$ cat config.mk
export PLATFORM = sky130hd
export DESIGN_NAME = time_of_day_clock
export DESIGN_NICKNAME = d
export VERILOG_FILES = /design/src/rtl/tod_pkg.sv /design/src/rtl/tod_core.sv /design/src/rtl/time_of_day_clock.sv
export SDC_FILE = /design/constraint.sdc
export NUM_CORES = 1
export LEC_CHECK = 0
export ABC_CLOCK_PERIOD_IN_PS = 9750
export BUFFER_PORTS_ARGS = -buffer_cell sky130_fd_sc_hd__buf_2
export CAP_MARGIN = 10
export CORE_AREA = 2 2 225 182
export CTS_CLUSTER_SIZE = 8
export DETAILED_ROUTE_END_ITERATION = 6
export DIE_AREA = 0 0 227 184
export PLACE_DENSITY = 0.55
export REMOVE_ABC_BUFFERS = 1
export SKIP_CTS_REPAIR_TIMING = 1
export SYNTH_ARGS = -nofsm -noshare
export SYNTH_HDL_FRONTEND = slang
export SYNTH_SLANG_ARGS = --single-unit
$ cat constraint.sdc
create_clock -name clock -period 9.75 [get_ports clock]
set_input_delay 1.4625 -clock clock [delete_from_list [all_inputs] [get_ports clock]]
set_output_delay 1.4625 -clock clock [all_outputs]
set_load 0.01 [all_outputs]
$ cat src/rtl/tod_pkg.sv
// Shared types, constants and helper functions for the time-of-day clock.
// No dependencies.
`default_nettype none

package tod_pkg;

   typedef enum logic {
      CMD_TICK = 1'b0,
      CMD_LOAD = 1'b1
   } command_type;

   typedef struct packed {
      command_type command;
      logic [9:0]  tick_ms;
      logic [7:0]  load_hour;
      logic [7:0]  load_minute;
      logic [7:0]  load_second;
      logic        load_binary;
   } req_type;

   typedef struct packed {
      logic [7:0]  hour;
      logic [7:0]  minute;
      logic [7:0]  second;
      logic [19:0] seconds_of_day;
      logic [63:0] elapsed_ms;
      logic        second_carry;
   } rsp_type;

   localparam logic [9:0]  MS_PER_SECOND   = 10'd1000;
   localparam logic [9:0]  MAX_DELTA_MS    = 10'd999;
   localparam logic [7:0]  SEC_PER_MIN     = 8'd60;
   localparam logic [7:0]  MIN_PER_HOUR    = 8'd60;
   localparam logic [19:0] SOD_PER_HOUR    = 20'd3600;
   localparam logic [19:0] SOD_PER_MIN     = 20'd60;
   localparam logic [7:0]  BCD_TEN         = 8'd10;

   // low nibble plus ten times high nibble
   function automatic logic [7:0] bcd_decode(input logic [7:0] v);
      logic [7:0] tens;
      tens = 8'(v[7:4] * BCD_TEN);
      return tens + {4'd0, v[3:0]};
   endfunction

   // x mod 24 for x up to 511: (x / 8) mod 3 gives the upper two bits
   function automatic logic [7:0] mod24(input logic [8:0] x);
      logic [3:0] dsum;
      logic [3:0] r;
      dsum = {2'd0, x[4:3]} + {2'd0, x[6:5]} + {2'd0, x[8:7]};
      if (dsum >= 4'd9) begin
         r = dsum - 4'd9;
      end else if (dsum >= 4'd6) begin
         r = dsum - 4'd6;
      end else if (dsum >= 4'd3) begin
         r = dsum - 4'd3;
      end else begin
         r = dsum;
      end
      return {3'd0, r[1:0], x[2:0]};
   endfunction

endpackage

`default_nettype wire

$ cat src/rtl/tod_core.sv
// Time-of-day state registers and the combinational update logic.
// Depends on tod_pkg.
`default_nettype none

module tod_core (
   input  wire logic             clock,
   input  wire logic             reset,
   input  wire logic             advance,
   input  wire tod_pkg::req_type req,
   output tod_pkg::rsp_type      rsp
);

   logic [9:0]  sub_ms_ff, sub_ms_in;
   logic [7:0]  hour_ff, hour_in;
   logic [7:0]  minute_ff, minute_in;
   logic [7:0]  second_ff, second_in;
   logic [63:0] ms_count_ff, ms_count_in;

   logic [9:0]  delta_sat;
   logic [10:0] sub_sum;
   logic        carry;
   logic [7:0]  sec_inc;
   logic [7:0]  min_inc;
   logic        sec_wrap;
   logic        min_wrap;

   always_comb begin
      delta_sat = (req.tick_ms > tod_pkg::MAX_DELTA_MS) ? tod_pkg::MAX_DELTA_MS : req.tick_ms;
      sub_sum   = {1'b0, sub_ms_ff} + {1'b0, delta_sat};
      carry     = (sub_sum >= {1'b0, tod_pkg::MS_PER_SECOND});
      sec_inc   = second_ff + 8'd1;
      min_inc   = minute_ff + 8'd1;
      sec_wrap  = carry && (sec_inc >= tod_pkg::SEC_PER_MIN);
      min_wrap  = sec_wrap && (min_inc >= tod_pkg::MIN_PER_HOUR);

      if (req.command == tod_pkg::CMD_LOAD) begin
         if (req.load_binary) begin
            hour_in   = req.load_hour;
            minute_in = req.load_minute;
            second_in = req.load_second;
         end else begin
            hour_in   = tod_pkg::bcd_decode(req.load_hour);
            minute_in = tod_pkg::bcd_decode(req.load_minute);
            second_in = tod_pkg::bcd_decode(req.load_second);
         end
         sub_ms_in   = '0;
         ms_count_in = '0;
      end else begin
         sub_ms_in   = carry ? 10'(sub_sum - {1'b0, tod_pkg::MS_PER_SECOND}) : sub_sum[9:0];
         ms_count_in = ms_count_ff + {54'd0, delta_sat};
         second_in   = carry ? (sec_wrap ? 8'd0 : sec_inc) : second_ff;
         minute_in   = sec_wrap ? (min_wrap ? 8'd0 : min_inc) : minute_ff;
         hour_in     = min_wrap ? tod_pkg::mod24({1'b0, hour_ff} + 9'd1) : hour_ff;
      end

      rsp.hour           = hour_in;
      rsp.minute         = minute_in;
      rsp.second         = second_in;
      rsp.seconds_of_day = 20'(hour_in) * tod_pkg::SOD_PER_HOUR
                         + 20'(minute_in) * tod_pkg::SOD_PER_MIN
                         + 20'(second_in);
      rsp.elapsed_ms     = ms_count_in;
      rsp.second_carry   = (req.command == tod_pkg::CMD_TICK) && carry;
   end

   always_ff @(posedge clock) begin
      if (reset) begin
         sub_ms_ff   <= '0;
         hour_ff     <= '0;
         minute_ff   <= '0;
         second_ff   <= '0;
         ms_count_ff <= '0;
      end else if (advance) begin
         sub_ms_ff   <= sub_ms_in;
         hour_ff     <= hour_in;
         minute_ff   <= minute_in;
         second_ff   <= second_in;
         ms_count_ff <= ms_count_in;
      end
   end

endmodule

`default_nettype wire

$ cat src/rtl/time_of_day_clock.sv
// Time-of-day clock top level: request register, update core, response register.
// Depends on tod_pkg and tod_core.
// The request register and the response register lie between request acceptance and rsp_valid;
// throughput 1 request per cycle while rsp_stall does not hold the response register.
// Synchronous reset clears time, sub-second accumulator, elapsed count and both valid flags.
`default_nettype none

module time_of_day_clock (
   input  wire logic             clock,
   input  wire logic             reset,
   input  wire logic             req_valid,
   output      logic             req_stall,
   input  wire tod_pkg::req_type req,
   output      logic             rsp_valid,
   input  wire logic             rsp_stall,
   output      tod_pkg::rsp_type rsp
);

   logic             s1_valid_ff, s1_valid_in;
   tod_pkg::req_type s1_req_ff, s1_req_in;
   logic             rsp_valid_ff, rsp_valid_in;
   tod_pkg::rsp_type rsp_ff, rsp_in;
   tod_pkg::rsp_type core_rsp;
   logic             out_free;
   logic             advance;

   tod_core u_core (
      .clock   (clock),
      .reset   (reset),
      .advance (advance),
      .req     (s1_req_ff),
      .rsp     (core_rsp)
   );

   always_comb begin
      out_free     = !rsp_valid_ff || !rsp_stall;
      advance      = s1_valid_ff && out_free;
      req_stall    = s1_valid_ff && !out_free;
      s1_valid_in  = req_stall ? s1_valid_ff : req_valid;
      s1_req_in    = (req_valid && !req_stall) ? req : s1_req_ff;
      rsp_valid_in = out_free ? advance : rsp_valid_ff;
      rsp_in       = advance ? core_rsp : rsp_ff;
   end

   always_ff @(posedge clock) begin
      if (reset) begin
         s1_valid_ff  <= 1'b0;
         rsp_valid_ff <= 1'b0;
      end else begin
         s1_valid_ff  <= s1_valid_in;
         rsp_valid_ff <= rsp_valid_in;
      end
      s1_req_ff <= s1_req_in;
      rsp_ff    <= rsp_in;
   end

   assign rsp_valid = rsp_valid_ff;
   assign rsp       = rsp_ff;

endmodule

`default_nettype wire

After elaboration in Yosys (flattened, before gate mapping)
Cells that the tools add are included.
{"block": "word_totals", "ff_bits": 245, "latch_bits": 0, "mem_bits_rw": 0, "romBits": 0, "input_bits": 40, "out_inout_bits": 111, "memories": 0}
{"block": "op_classes", "n_addsub": 16, "mul": 5, "div_mod_pow": 0, "order_cmp": 7, "n_eq_ne": 0, "shift": 0, "mux": 18, "n_bitwise": 1, "n_reduce_logical": 11}
{"cell": "8-bit two-way mux", "n": 11}
{"cell": "64-bit by 10-bit adder with 64-bit output", "n": 1}
{"cell": "64-bit two-way mux", "n": 1}
{"cell": "10-bit two-way mux", "n": 3}
{"cell": "8-bit by 4-bit adder with 8-bit output", "n": 3}
{"cell": "4-bit by 3-bit multiplier with 7-bit output (second input constant)", "n": 3}
{"cell": "20-bit by 14-bit adder with 20-bit output", "n": 1}
{"cell": "20-bit by 8-bit adder with 20-bit output", "n": 1}
{"cell": "8-bit by 1-bit adder with 8-bit output (second input constant)", "n": 2}
{"cell": "8-bit by 6-bit >= comparator with 1-bit output (second input constant)", "n": 2}
{"cell": "8-bit by 8-bit multiplier with 16-bit output (second input constant)", "n": 1}
{"cell": "8-bit by 4-bit multiplier with 12-bit output (second input constant)", "n": 1}
{"cell": "10-bit by 10-bit adder with 11-bit output", "n": 1}
{"cell": "11-bit by 10-bit >= comparator with 1-bit output (second input constant)", "n": 1}
{"cell": "10-bit greater-than comparator (second input constant)", "n": 1}
{"cell": "10-bit subtractor (second input constant)", "n": 1}
{"cell": "8-bit by 1-bit adder with 9-bit output (second input constant)", "n": 1}
{"cell": "1-bit logical AND", "n": 6}
{"cell": "2-bit two-way mux", "n": 3}
{"cell": "3-bit by 2-bit adder with 4-bit output", "n": 1}
{"cell": "4-bit by 2-bit >= comparator with 1-bit output (second input constant)", "n": 1}
{"cell": "4-bit by 3-bit >= comparator with 1-bit output (second input constant)", "n": 1}
{"cell": "4-bit >= comparator (second input constant)", "n": 1}
{"cell": "1-bit zero test", "n": 4}
{"cell": "other kinds (5)", "n": 6}

Longest topological paths before layout
Gate-level depths: netlist of run 1.
{"block": "logic_depth", "ltp_word": 12, "ltp_mapped": 39}

By module
Synthesis of run 1 repeated with hierarchy kept, for this count alone.
{"block": "hier_totals", "cells_unflattened": 1638, "hier_area_um2": 15721.3}
{"mod": "tod_core", "instances": 1, "cells_per_inst": 1483, "area_per_inst_um2": 11280.8}
{"mod": "time_of_day_clock", "instances": 1, "cells_per_inst": 155, "area_per_inst_um2": 4440.5}

Worst setup path before layout of run 1
OpenSTA, ideal clock, no wires.
{"block": "synth_timing", "path_type": "register to register", "from": "register s1_req_ff[31] (netlist bit)", "to": "register rsp_ff, in the netlist rsp[82] (data pin)", "arrival_ns": 7.985, "required_ns": 9.471, "path_slack_ns": 1.486, "path_stages_with_launch": 38, "n_path_buf": 2, "path_cell_list": "edfxtp_1 > nand2_1 > nor2_1 > o21a_1 > or2_2 > ha_1 > a21o_1 > or2_0 > buf_2 > o2111a_1 > a211o_1 > or4b_4 > o211a_4 > buf_2 > or3_1 > a31oi_1 > inv_1 > fa_1 > [2 not listed] > xnor2_1 > ha_1 > a21o_1 > a21oi_1 > o21ai_0 > a21oi_1 > nor2b_1 > o21a_1 > o21ai_0 > nand2b_1 > a21oi_1 > xnor2_1 > ha_1 > ha_1 > or3_1 > o21ai_0 > a2111oi_0 > xor2_1"}
{"element": "from (decl)", "line": "time_of_day_clock.sv:20", "source": "tod_pkg::req_type s1_req_ff, s1_req_in;"}
{"element": "from (signal assigned)", "line": "time_of_day_clock.sv:53", "source": "s1_req_ff <= s1_req_in;"}
{"element": "to (signal assigned)", "line": "time_of_day_clock.sv:54", "source": "rsp_ff <= rsp_in;"}
{"element": "to (decl)", "line": "time_of_day_clock.sv:22", "source": "tod_pkg::rsp_type rsp_ff, rsp_in;"}

==> results by group, run 1 <==
Worst setup path
  – Reg2reg end: rsp[82]
  – Slowest CP cell: fa_1
  – Reg2reg setup slack: 0.60 ns
  – Critical path buffers and inverters: 4
  – Setup crit end kind: flop
  – Worst path max stage delay: around 0.55 ns
  – CP max FO: 12
  – Worst R2R Start: s1_req_ff[34]
  – CP required: 10.01 ns
  – R2R cell count: 35
  – Critical path arrival: between 9 and 10 ns
  – Delay-heaviest family, CP: compound AO/OA/AOI/OAI gates
  – WS Path Type: flop to flop
  – Crit path launch type: flop

Timing
  – Slew headroom: 0.226
  – Final Skew: 0.0232 ns
  – Hold Fails Final Rpt: 0
  – RSZ-0062 raised after global routing: no
  – Fmax: 0.109 GHz
  – Final Max Slew Viols: 0
  – # setup viols final: 0
  – Final period utilization: 0.938
  – Clock period minus worst slack: 9.15 ns
  – Worst-margin pin slew: 1.16 ns
  – Setup TNS Final: 0 ns

Power and ir drop
  – Comb power frac: 0.346
  – Tot Pwr: 3.71 mW
  – Maximum VDD drop: 0.000182 V
  – Sequential Power Share: 0.339
  – Switch share: 0.334
  – Switching power: 1.24 mW
  – Lkg Pwr: 7.11 nW
  – Clock network power share: 0.315
  – Pwr Density: 207 nW/um2
  – Int Pwr: 2.47 mW

Global routing
  – First-pass GRT wire length: 64.4 mm
  – Initial antenna violation count: 1
  – GRT overflow: 0
  – Vias in the first global route: 11.9k
  – Tot GR Track Use: 0.194
  – Largest net degree at the start of global routing: 84

Placement
  – Hpwl dp: ~28 mm
  – Buffers on Ports: 150
  – Routability cong.: 0.868

CTS
  – H-tree Lvls: 2
  – Total CTS buffers: 36
  – Root Buffer: clkbuf_16
  – Clock Sinks: 243
  – CTS clk-pin slew, worst paths: 0.05 ns
  – Worst-case clock buffer depth: 3
  – Clock latency on the worst-skew pair: 0.53 ns
  – CTS tree: yes

Die
  – Initial Util: 0.397
  – Core area: 39400 um2
  – Die ar.: 41800 um2
  – Die Height: 184 um
  – Die Wd: 227 um
  – Row cnt: 65
  – # IOs: 151

Cells and area
  – Most frequent cells in the layout: 150 x buf_2, 143 x edfxtp_1, 128 x nor2_1
  – Syn-to-layout area delta: 14.7%
  – Register area: ~6300 um2
  – Ant. Diodes: 0
  – Final #Nets: 1958
  – Fill cells: between 3k and 4k
  – Footprint of the multi-input gates: 8640 um2
  – Share of cells above drive strength 1: 0.139
  – Commonest non-fill, non-tap cell in the layout: buf_2

Run status
  – Status: finished, final reports clean

Drt
  – Drc violations: 0
  – Number of DRC markers in iteration 0: just under 1k
  – WL/cell: 17.4 um
  – Via-per-instance ratio: 5.42
  – Routed Antenna Nets: 0
  – Final WL: 40.4 mm
  – Vias: 12.6k
  – Drt pass-1 iters: 5

Yosys
  – Post-Synthesis Cells: 1644
  – FF+latch count, synth: 243
  – Post-synth ARST share: 0
  – Syn Area/Cell: between 9 and 10 um2
  – Synth warnings: 0
  – Post-synth EDFFs: 143
  – Primary FF master, synth: edfxtp_1
  – Synth cell types: 89
  – Sequential-to-total area share from yosys stat: 0.403
  – Mapped cell area: 15600 um2

Job
  – Max Cap Violations: 0

Worst hold path
  – Hold wc startpoint: u_core.ms_count_ff[5]
  – Hold crit path type: flop to flop
  – Hold depth: 2
  – Hold-critical path endpoint: u_core.ms_count_ff[5]
-- layout make-up --
type / instances / area share
inverter: 98 / 0.0211
multi-input combinational: 1213 / 0.482
clock buffer: 62 / 0.0557
tap: 536 / 0.0374
sequential: 243 / 0.351
timing repair buffer: 170 / 0.0502
clock inverter: 4 / 0.00279
-- power groups by stage --
stage / registers [mW] / logic (mW) / clock network, mW
2_1_floorplan: 1.31 / 0.935 / 0
4_1_cts: 1.26 / 1.29 / 1.20
3_3_place_gp: 1.28 / 1.27 / 0
5_1_grt: 1.26 / 1.46 / 1.25
3_5_place_dp: 1.28 / 1.28 / 0
6_report: 1.26 / 1.28 / 1.17
-- cells by family (layout without fill, tap and decap cells) --
group,after synthesis,in the layout,synth area share
AOI/OAI and AO/OA,413,413,0.173
xor gates and xnor gates,112,112,0.0646
adders and majority gates,158,158,0.141
buffers and inverters,188,334,0.0465
DFF,243,243,0.403
muxes,15,15,0.0101
and+or+nand+nor,515,515,0.162
-- worst reg2reg max path: cells and delay by family (launching register included) --
kind                       cells  cell delay [ns]
and+or+nand+nor                5             1.05
DFF                            1             0.45
adders and majority gates      8             3.03
xor gates and xnor gates       3             0.59
AOI/OAI and AO/OA             15             3.48
buffers and inverters          4             0.29
-- state kept, by name, indices dropped and copies added (netlist names) --
register	count
u_core.minute_ff	8
s1_req_ff	36
s1_valid_ff	1
u_core.sub_ms_ff	10
rsp	107
u_core.ms_count_ff	64
u_core.hour_ff	8
u_core.second_ff	8
rsp_valid	1
-- routing by layer --
layer	GRT usage	up-vias	part of all wire
met2	0.292	343	0.44
met3	0.0356	57	0.055
met4	0.0499	0	0.019
met1	0.284	5994	0.49
li1	-	6205	-
met5	0	-	0
-- cell usage after synthesis, types with 31 or more instances --
cell type	instances	share of area
xor2_1	39	0.022
inv_1	94	0.023
clkbuf_1	74	0.018
nand3_1	65	0.021
nor2_1	130	0.031
nor3_1	33	0.011
a21oi_1	104	0.033
ha_1	125	0.10
dfxtp_1	100	0.13
o21ai_0	93	0.030
or3_1	36	0.014
fa_1	31	0.040
edfxtp_1	143	0.27
nand2_1	126	0.030
xnor2_1	70	0.039
-- stage by stage --
stage                     cell area, um2  utilization  setup WS [ns]  hold WS [ns]  instances
after floorplan                    15300            -           1.14         0.432       1554
final                              17900        0.456          0.603         0.462       2326
after global placement             16900        0.429          0.841         0.453       2260
after global routing               17900        0.456         0.0107         0.488       2326
after detailed placement           16900        0.429          0.626         0.458       2260
after CTS                          17900        0.455          0.541         0.465       2326
-- worst max-delay path by stage --
stage,cells past startpoint,end,slack [ns],start
6_report,35,rsp[82],0.60,s1_req_ff[34]
4_1_cts,35,rsp[82],0.54,s1_req_ff[34]
3_3_place_gp,36,rsp[84],0.84,s1_req_ff[34]
5_1_grt,37,rsp[82],0.01,s1_req_ff[34]
2_1_floorplan,24,rsp[82],1.14,s1_req_ff[35]
3_5_place_dp,36,rsp[84],0.63,s1_req_ff[34]
Power figures use the tool's default switching activity.
==> run 2: changes to the inputs <==
Settings changed: ABC_CLOCK_PERIOD_IN_PS 9750 to 11290, CORE_AREA 2 2 225 182 to 2 2 225 183, DIE_AREA 0 0 227 184 to 0 0 227 185, SYNTH_HIERARCHICAL set to 1.
Clock period 9.75 ns to 11.29 ns, I/O delays scaled along.
==> results by group, run 2 <==
Worst setup path
  – WS Path Type: flop to flop
  – Worst R2R Start: s1_req_ff[31]
  – CP max FO: 20 (+8)
  – Crit path launch type: flop
  – Reg2reg end: rsp[83]
  – Worst path most repeated cell: fa_1
  – R2R cell count: 33 (-5.7%)
  – Critical path arrival: 9.86 ns (+0.45 ns)
  – Setup crit end kind: flop
  – Slowest CP cell: a2111oi_0
  – Worst path max stage delay: 0.77 ns (+0.22 ns)
  – Reg2reg setup slack: 1.77 ns (+1.17 ns)
  – CP required: 11.64 ns (+1.63 ns)

Timing
  – Slew headroom: 0.293 (+0.0664)
  – # setup viols final: 0 (unchanged)
  – Hold Fails Final Rpt: 0 (unchanged)
  – Final Skew: 0.0180 ns (-0.00513 ns)
  – RSZ-0062 raised after global routing: no
  – Final Max Slew Viols: 0 (unchanged)
  – Worst-margin pin slew: 1.05 ns (-0.109 ns)
  – Clock period minus worst slack: 9.52 ns (+0.368 ns)
  – Final period utilization: 0.843 (-0.0954)
  – Fmax: 0.105 GHz (-3.9%)
  – Setup TNS Final: 0 ns (unchanged)

Yosys
  – XOR/XNOR Fraction of Synth Area: 0.0722 (+0.00761)
  – FF+latch count, synth: 245 (+0.82%)
  – Post-synth top cells: 152 x nor2_1, 145 x edfxtp_1, 126 x ha_1
  – Sequential-to-total area share from yosys stat: 0.404 (+0.00167)
  – Synth cell types: 86 (-3.4%)
  – Most common cell in the netlist: nor2_1
  – Compound-Gate Fraction of Synth Area: 0.156 (-0.0170)
  – Area leader, netlist: edfxtp_1
  – Synth Area in Simple Gates: 0.166 (+0.00447)
  – Mapped cell area: 15700 um2 (+0.54%)
  – Synth warnings: 6 (+6)
  – Synth top area share: 0.277 (+0.00236)
  – Post-synth ARST share: 0 (unchanged)
  – Post-Synthesis Cells: 1638 (-0.36%)
  – Syn Area/Cell: 9.60 um2 (+0.90%)
  – Post-Synth Adder-Cell Area: 0.143 (+0.00195)
  – Primary FF master, synth: edfxtp_1
  – Main combinational cell family by area after synthesis: simple AND/OR/NAND/NOR gates
  – Post-synth EDFFs: 145 (+1.4%)
  – Synth area leaders: edfxtp_1 28%, dfxtp_1 13%, ha_1 10%
  – Multiplexer share of the synthesized area: 0.00987 (-0.000213)

Global routing
  – GRT overflow: 0 (unchanged)
  – First-pass GRT wire length: 61.1 mm (-5.2%)
  – Vias in the first global route: 11.5k (-3.3%)
  – Largest net degree at the start of global routing: 157 (+87%)
  – Initial antenna violation count: 0 (-1)
  – Tot GR Track Use: 0.183 (-0.0101)

Die
  – Core area: 40000 um2 (+1.5%)
  – Row cnt: 66 (+1.5%)
  – Die ar.: 42000 um2 (+0.54%)
  – Die Wd: 227 um (unchanged)
  – Die Height: 185 um (+0.54%)
  – # IOs: 151 (unchanged)
  – Initial Util: 0.393 (-0.00392)

Worst hold path
  – Hold depth: 2 (unchanged)
  – Hold-critical path endpoint: u_core/ms_count_ff[8]
  – Hold crit path type: flop to flop
  – Hold wc startpoint: u_core/ms_count_ff[8]

CTS
  – H-tree Lvls: 2 (unchanged)
  – Root Buffer: clkbuf_16
  – Total CTS buffers: 36 (unchanged)
  – Clock latency on the worst-skew pair: 0.55 ns (+0.02 ns)
  – CTS tree: yes
  – Worst-case clock buffer depth: 3 (unchanged)
  – Clock Sinks: 245 (+0.82%)
  – CTS clk-pin slew, worst paths: 0.05 ns (about the same)

Cells and area
  – Final #Nets: 1949 (-0.46%)
  – Commonest non-fill, non-tap cell in the layout: nor2_1
  – Share of cells above drive strength 1: 0.138 (-0.000675)
  – Syn-to-layout area delta: 14.4%
  – Ant. Diodes: 0 (unchanged)
  – Fill cells: 3920 (+3.4%)
  – Most frequent cells in the layout: 150 x nor2_1, 149 x buf_2, 145 x edfxtp_1
  – Max FFs per register: 109 (+1.9%)
  – Util after Layout: 0.450 (-0.00556)

Drt
  – Routed Antenna Nets: 0 (unchanged)
  – Drc violations: 0 (unchanged)
  – Number of DRC markers in iteration 0: 848 (-14%)
  – Drt pass-1 iters: 5 (unchanged)
  – Vias: 12.4k (-1.6%)
  – WL/cell: 16.8 um (-3.6%)
  – Final WL: 38.9 mm (-3.8%)
  – Via-per-instance ratio: 5.34 (-1.4%)

Power and ir drop
  – Pwr Density: 178 nW/um2 (-14%)
  – Tot Pwr: 3.20 mW (-14%)
  – Maximum VDD drop: 0.000123 V (-33%)
  – Lkg Pwr: 7.15 nW (+0.59%)

Placement
  – Buffers on Ports: 150 (unchanged)
  – Hpwl dp: 26.6 mm (-6.1%)
  – Routability cong.: 0.846 (-2.5%)

Job
  – Max Cap Violations: 0 (unchanged)

Run status
  – Status: finished, final reports clean
## run 2: cell types whose count changed after synthesis, sizes merged, moves of 7 or more
cell,change
or3,+11
and4,+7
buf,+7
a31oi,+11
xor2,+15
nand4,+7
nand2,-23
o21ai,-7
nor2,+22
o311ai,+8
o211ai,-16
o31ai,-8
## run 2: final cells by class
type	instances	area (um2)	share of cell area
flip-flops and latches	245	6360	0.353
inverters	99	372	0.0207
repair buffers	166	898	0.0499
multi-input cells	1203	8640	0.480
clock buffers	61	995	0.0553
clock inverters	3	45.0	0.00250
well taps	544	681	0.0378
## run 2: how the worst max path moves through the flow
stage | start | end | slack, ns | cells past startpoint
5_1_grt | s1_req_ff[33] | rsp[83] | 1.21 | 33
4_1_cts | s1_req_ff[31] | rsp[83] | 1.93 | 33
3_3_place_gp | s1_req_ff[31] | rsp[83] | 2.22 | 34
6_report | s1_req_ff[31] | rsp[83] | 1.77 | 33
2_1_floorplan | rsp_stall | u_core/ms_count_ff[40] | -8.60 | 5
3_5_place_dp | s1_req_ff[31] | rsp[84] | 1.97 | 32
## run 2: cell families (layout without fill, tap and decap cells)
group,Yosys count,in the layout
DFF,245,245
adders and majority gates,161,161
and+or+nand+nor,522,522
xor gates and xnor gates,125,125
muxes,15,15
buffers and inverters,190,329
AOI/OAI and AO/OA,380,380
## run 2: worst max-delay path: cells and delay by family (launching register included)
| family | cells | cell delay, ns |
|---|---|---|
| XOR/XNOR | 1 | 0.20 |
| buffers and inverters | 3 | 0.23 |
| AND/OR/NAND/NOR | 4 | 0.75 |
| adder cells (fa/ha/maj) | 8 | 3.22 |
| flip-flops | 1 | 0.44 |
| AO/OA/AOI/OAI | 17 | 4.47 |
## run 2: per-layer routing
layer / share of wire / vias to the layer above / wire (um) / GRT usage
met3: 0.043 / 55 / 1660 / 0.0286
met5: 0 / - / 0 / 0
met2: 0.44 / 254 / 17000 / 0.275
met1: 0.50 / 5937 / 19400 / 0.269
li1: - / 6148 / - / -
met4: 0.021 / 0 / 810 / 0.0612
## run 2: through the flow
| stage | instances | instance area (um2) | hold slack, ns | setup WS, ns |
|---|---|---|---|---|
| 4_1_cts | 2320 | 18000 | 0.474 | 1.93 |
| 3_3_place_gp | 2256 | 16900 | 0.458 | 2.22 |
| 2_1_floorplan | 1547 | 15300 | 0.439 | -8.60 |
| 6_report | 2321 | 18000 | 0.479 | 1.77 |
| 5_1_grt | 2321 | 18000 | 0.519 | 1.21 |
| 3_5_place_dp | 2256 | 16900 | 0.467 | 1.97 |
## run 2: power breakdown
part	leakage, nW	switching [mW]	internal, mW
logic	4.48	0.637	0.462
clock network	0.494	0.414	0.600
registers	2.18	0.0286	1.06
==> run 3: changes to the inputs <==
Settings changed: ABC_CLOCK_PERIOD_IN_PS 11290 to 8600, PLACE_DENSITY 0.55 to 0.57.
Clock period 11.29 ns to 8.6 ns, I/O delays scaled along.
==> results by group, run 3 (same netlist as run 2, synthesis figures left out) <==
Worst setup path
  – WS Path Type: flop to flop
  – R2R cell count: 34 (+3.0%)
  – CP max FO: 4 (-80%)
  – Worst path max stage delay: 0.52 ns (-0.25 ns)
  – Slowest CP cell: fa_1
  – Critical path arrival: 8.61 ns (-1.25 ns)
  – Setup crit end kind: flop
  – Worst path most repeated cell: fa_1
  – Crit path launch type: flop
  – CP required: 8.95 ns (-2.69 ns)

Timing
  – WHS: 0.465 ns (-0.0138 ns)
  – Slew headroom: 0.165 (-0.128)
  – Final setup margin: 0.339 ns (-1.44 ns)
  – # setup viols final: 0 (unchanged)
  – Final Max Slew Viols: 0 (unchanged)
  – Clock period minus worst slack: 8.26 ns (-1.25 ns)
  – Fmax: 0.121 GHz (+15%)
  – Final Skew: 0.0384 ns (+0.0203 ns)
  – Final period utilization: 0.961 (+0.118)
  – Worst-margin pin slew: 1.25 ns (+0.203 ns)
  – Setup TNS Final: 0 ns (unchanged)
  – Hold Fails Final Rpt: 0 (unchanged)
  – RSZ-0062 raised after global routing: yes

Cells and area
  – Syn-to-layout area delta: 17.1%
  – Max FFs per register: 109 (unchanged)
  – Final Cell Area: 18400 um2 (+2.4%)
  – Share of cells above drive strength 1: 0.171 (+0.0333)
  – Commonest non-fill, non-tap cell in the layout: nor2_1
  – Util after Layout: 0.461 (+0.0107)
  – Final #Nets: 1975 (+1.3%)
  – Fill cells: 3852 (-1.7%)
  – Most frequent cells in the layout: 150 x nor2_1, 149 x buf_2, 145 x edfxtp_1

CTS
  – Clock Sinks: 245 (unchanged)
  – CTS tree: yes
  – H-tree Lvls: 2 (unchanged)
  – Total CTS buffers: 37 (+2.8%)
  – Root Buffer: clkbuf_16
  – Clock latency on the worst-skew pair: 0.55 ns (about the same)
  – Worst-case clock buffer depth: 3 (unchanged)
  – CTS clk-pin slew, worst paths: 0.05 ns (about the same)

Drt
  – Routed Antenna Nets: 0 (unchanged)
  – Final WL: 39.0 mm (+0.26%)
  – WL/cell: 16.6 um (-1.0%)
  – Drc violations: 0 (unchanged)
  – Vias: 12.6k (+1.3%)
  – Drt pass-1 iters: 5 (unchanged)
  – Via-per-instance ratio: 5.34 (about the same)
  – Number of DRC markers in iteration 0: 861 (+1.5%)

Placement
  – Place WS: -0.109 ns (-2.07 ns)
  – Buffers on Ports: 150 (unchanged)
  – Placed Area: 17100 um2 (+0.87%)
  – Routability cong.: 0.813 (-3.9%)
  – Hpwl dp: 26.5 mm (about the same)

Global routing
  – First-pass GRT wire length: 62.2 mm (+1.8%)
  – GRT overflow: 0 (unchanged)
  – Tot GR Track Use: 0.185 (+0.00136)
  – Vias in the first global route: 11.7k (+1.9%)
  – Initial antenna violation count: 3 (+3)
  – Largest net degree at the start of global routing: 159 (+1.3%)

Worst hold path
  – Hold crit path type: flop to flop
  – Hold depth: 2 (unchanged)

Die
  – Row cnt: 66 (unchanged)
  – Initial Util: 0.393 (unchanged)
  – Die Wd: 227 um (unchanged)
  – # IOs: 151 (unchanged)
  – Die Height: 185 um (unchanged)
  – Core area: 40000 um2 (unchanged)
  – Die ar.: 42000 um2 (unchanged)

Run status
  – Status: finished, final reports clean

Power and ir drop
  – Lkg Pwr: 7.36 nW (+2.9%)
  – Pwr Density: 243 nW/um2 (+36%)
  – Maximum VDD drop: 0.000205 V (+67%)

Job
  – Max Cap Violations: 0 (unchanged)
[run 3: cell types whose count changed in the layout (fill, tap and decap cells not counted), sizes merged]
cell / delta
buf: +25
diode: +2
clkbuf: +2
clkinv: +3
inv: -2
[run 3: report_power, final]
part / total [mW] / leakage (nW) / internal, mW / switching (mW)
registers: 1.43 / 2.18 / 1.40 / 0.0363
clock network: 1.37 / 0.522 / 0.821 / 0.552
logic: 1.66 / 4.66 / 0.741 / 0.920
[run 3: final cells by class]
class	count	area, um2	share of cell area
Tap cell	544	681	0.0370
Sequential cell	245	6360	0.345
Inverter	99	372	0.0202
Multi-Input combinational cell	1203	8820	0.479
Timing Repair Buffer	191	1070	0.0583
Antenna cell	2	5.00	0.000272
Clock inverter	4	71.3	0.00387
Clock buffer	63	1030	0.0561
[run 3: metrics by stage]
step           instances  total power, mW
2_1_floorplan       1547             2.54
3_3_place_gp        2275             2.89
3_5_place_dp        2275             2.91
4_1_cts             2342             4.32
5_1_grt             2351             4.77
6_report            2351             4.47
[run 3: path summary, 6_finish.rpt]
check / end / from / slack (ns)
setup / recovery: rsp[81] / s1_req_ff[33] / 0.34
hold / removal: u_core/ms_count_ff[8] / u_core/ms_count_ff[8] / 0.47
setup reg to reg: rsp[81] / s1_req_ff[33] / 0.34
hold reg to reg: u_core/ms_count_ff[8] / u_core/ms_count_ff[8] / 0.47
[run 3: worst max-delay path, delay by kind of cell (launching register included)]
kind,cells,cell delay (ns)
buffers and inverters,4,0.38
xor gates and xnor gates,1,0.15
adders and majority gates,8,3.19
DFF,1,0.40
AOI/OAI and AO/OA,17,3.39
and+or+nand+nor,4,0.56
[run 3: routing by layer]
metal  global-route usage  up-vias  wire length (um)
li1                     -     6207                 -
met5                    0        -                13
met2                0.280      280             17200
met1                0.268     6017             19000
met3               0.0300       52              1830
met4               0.0599        2               896
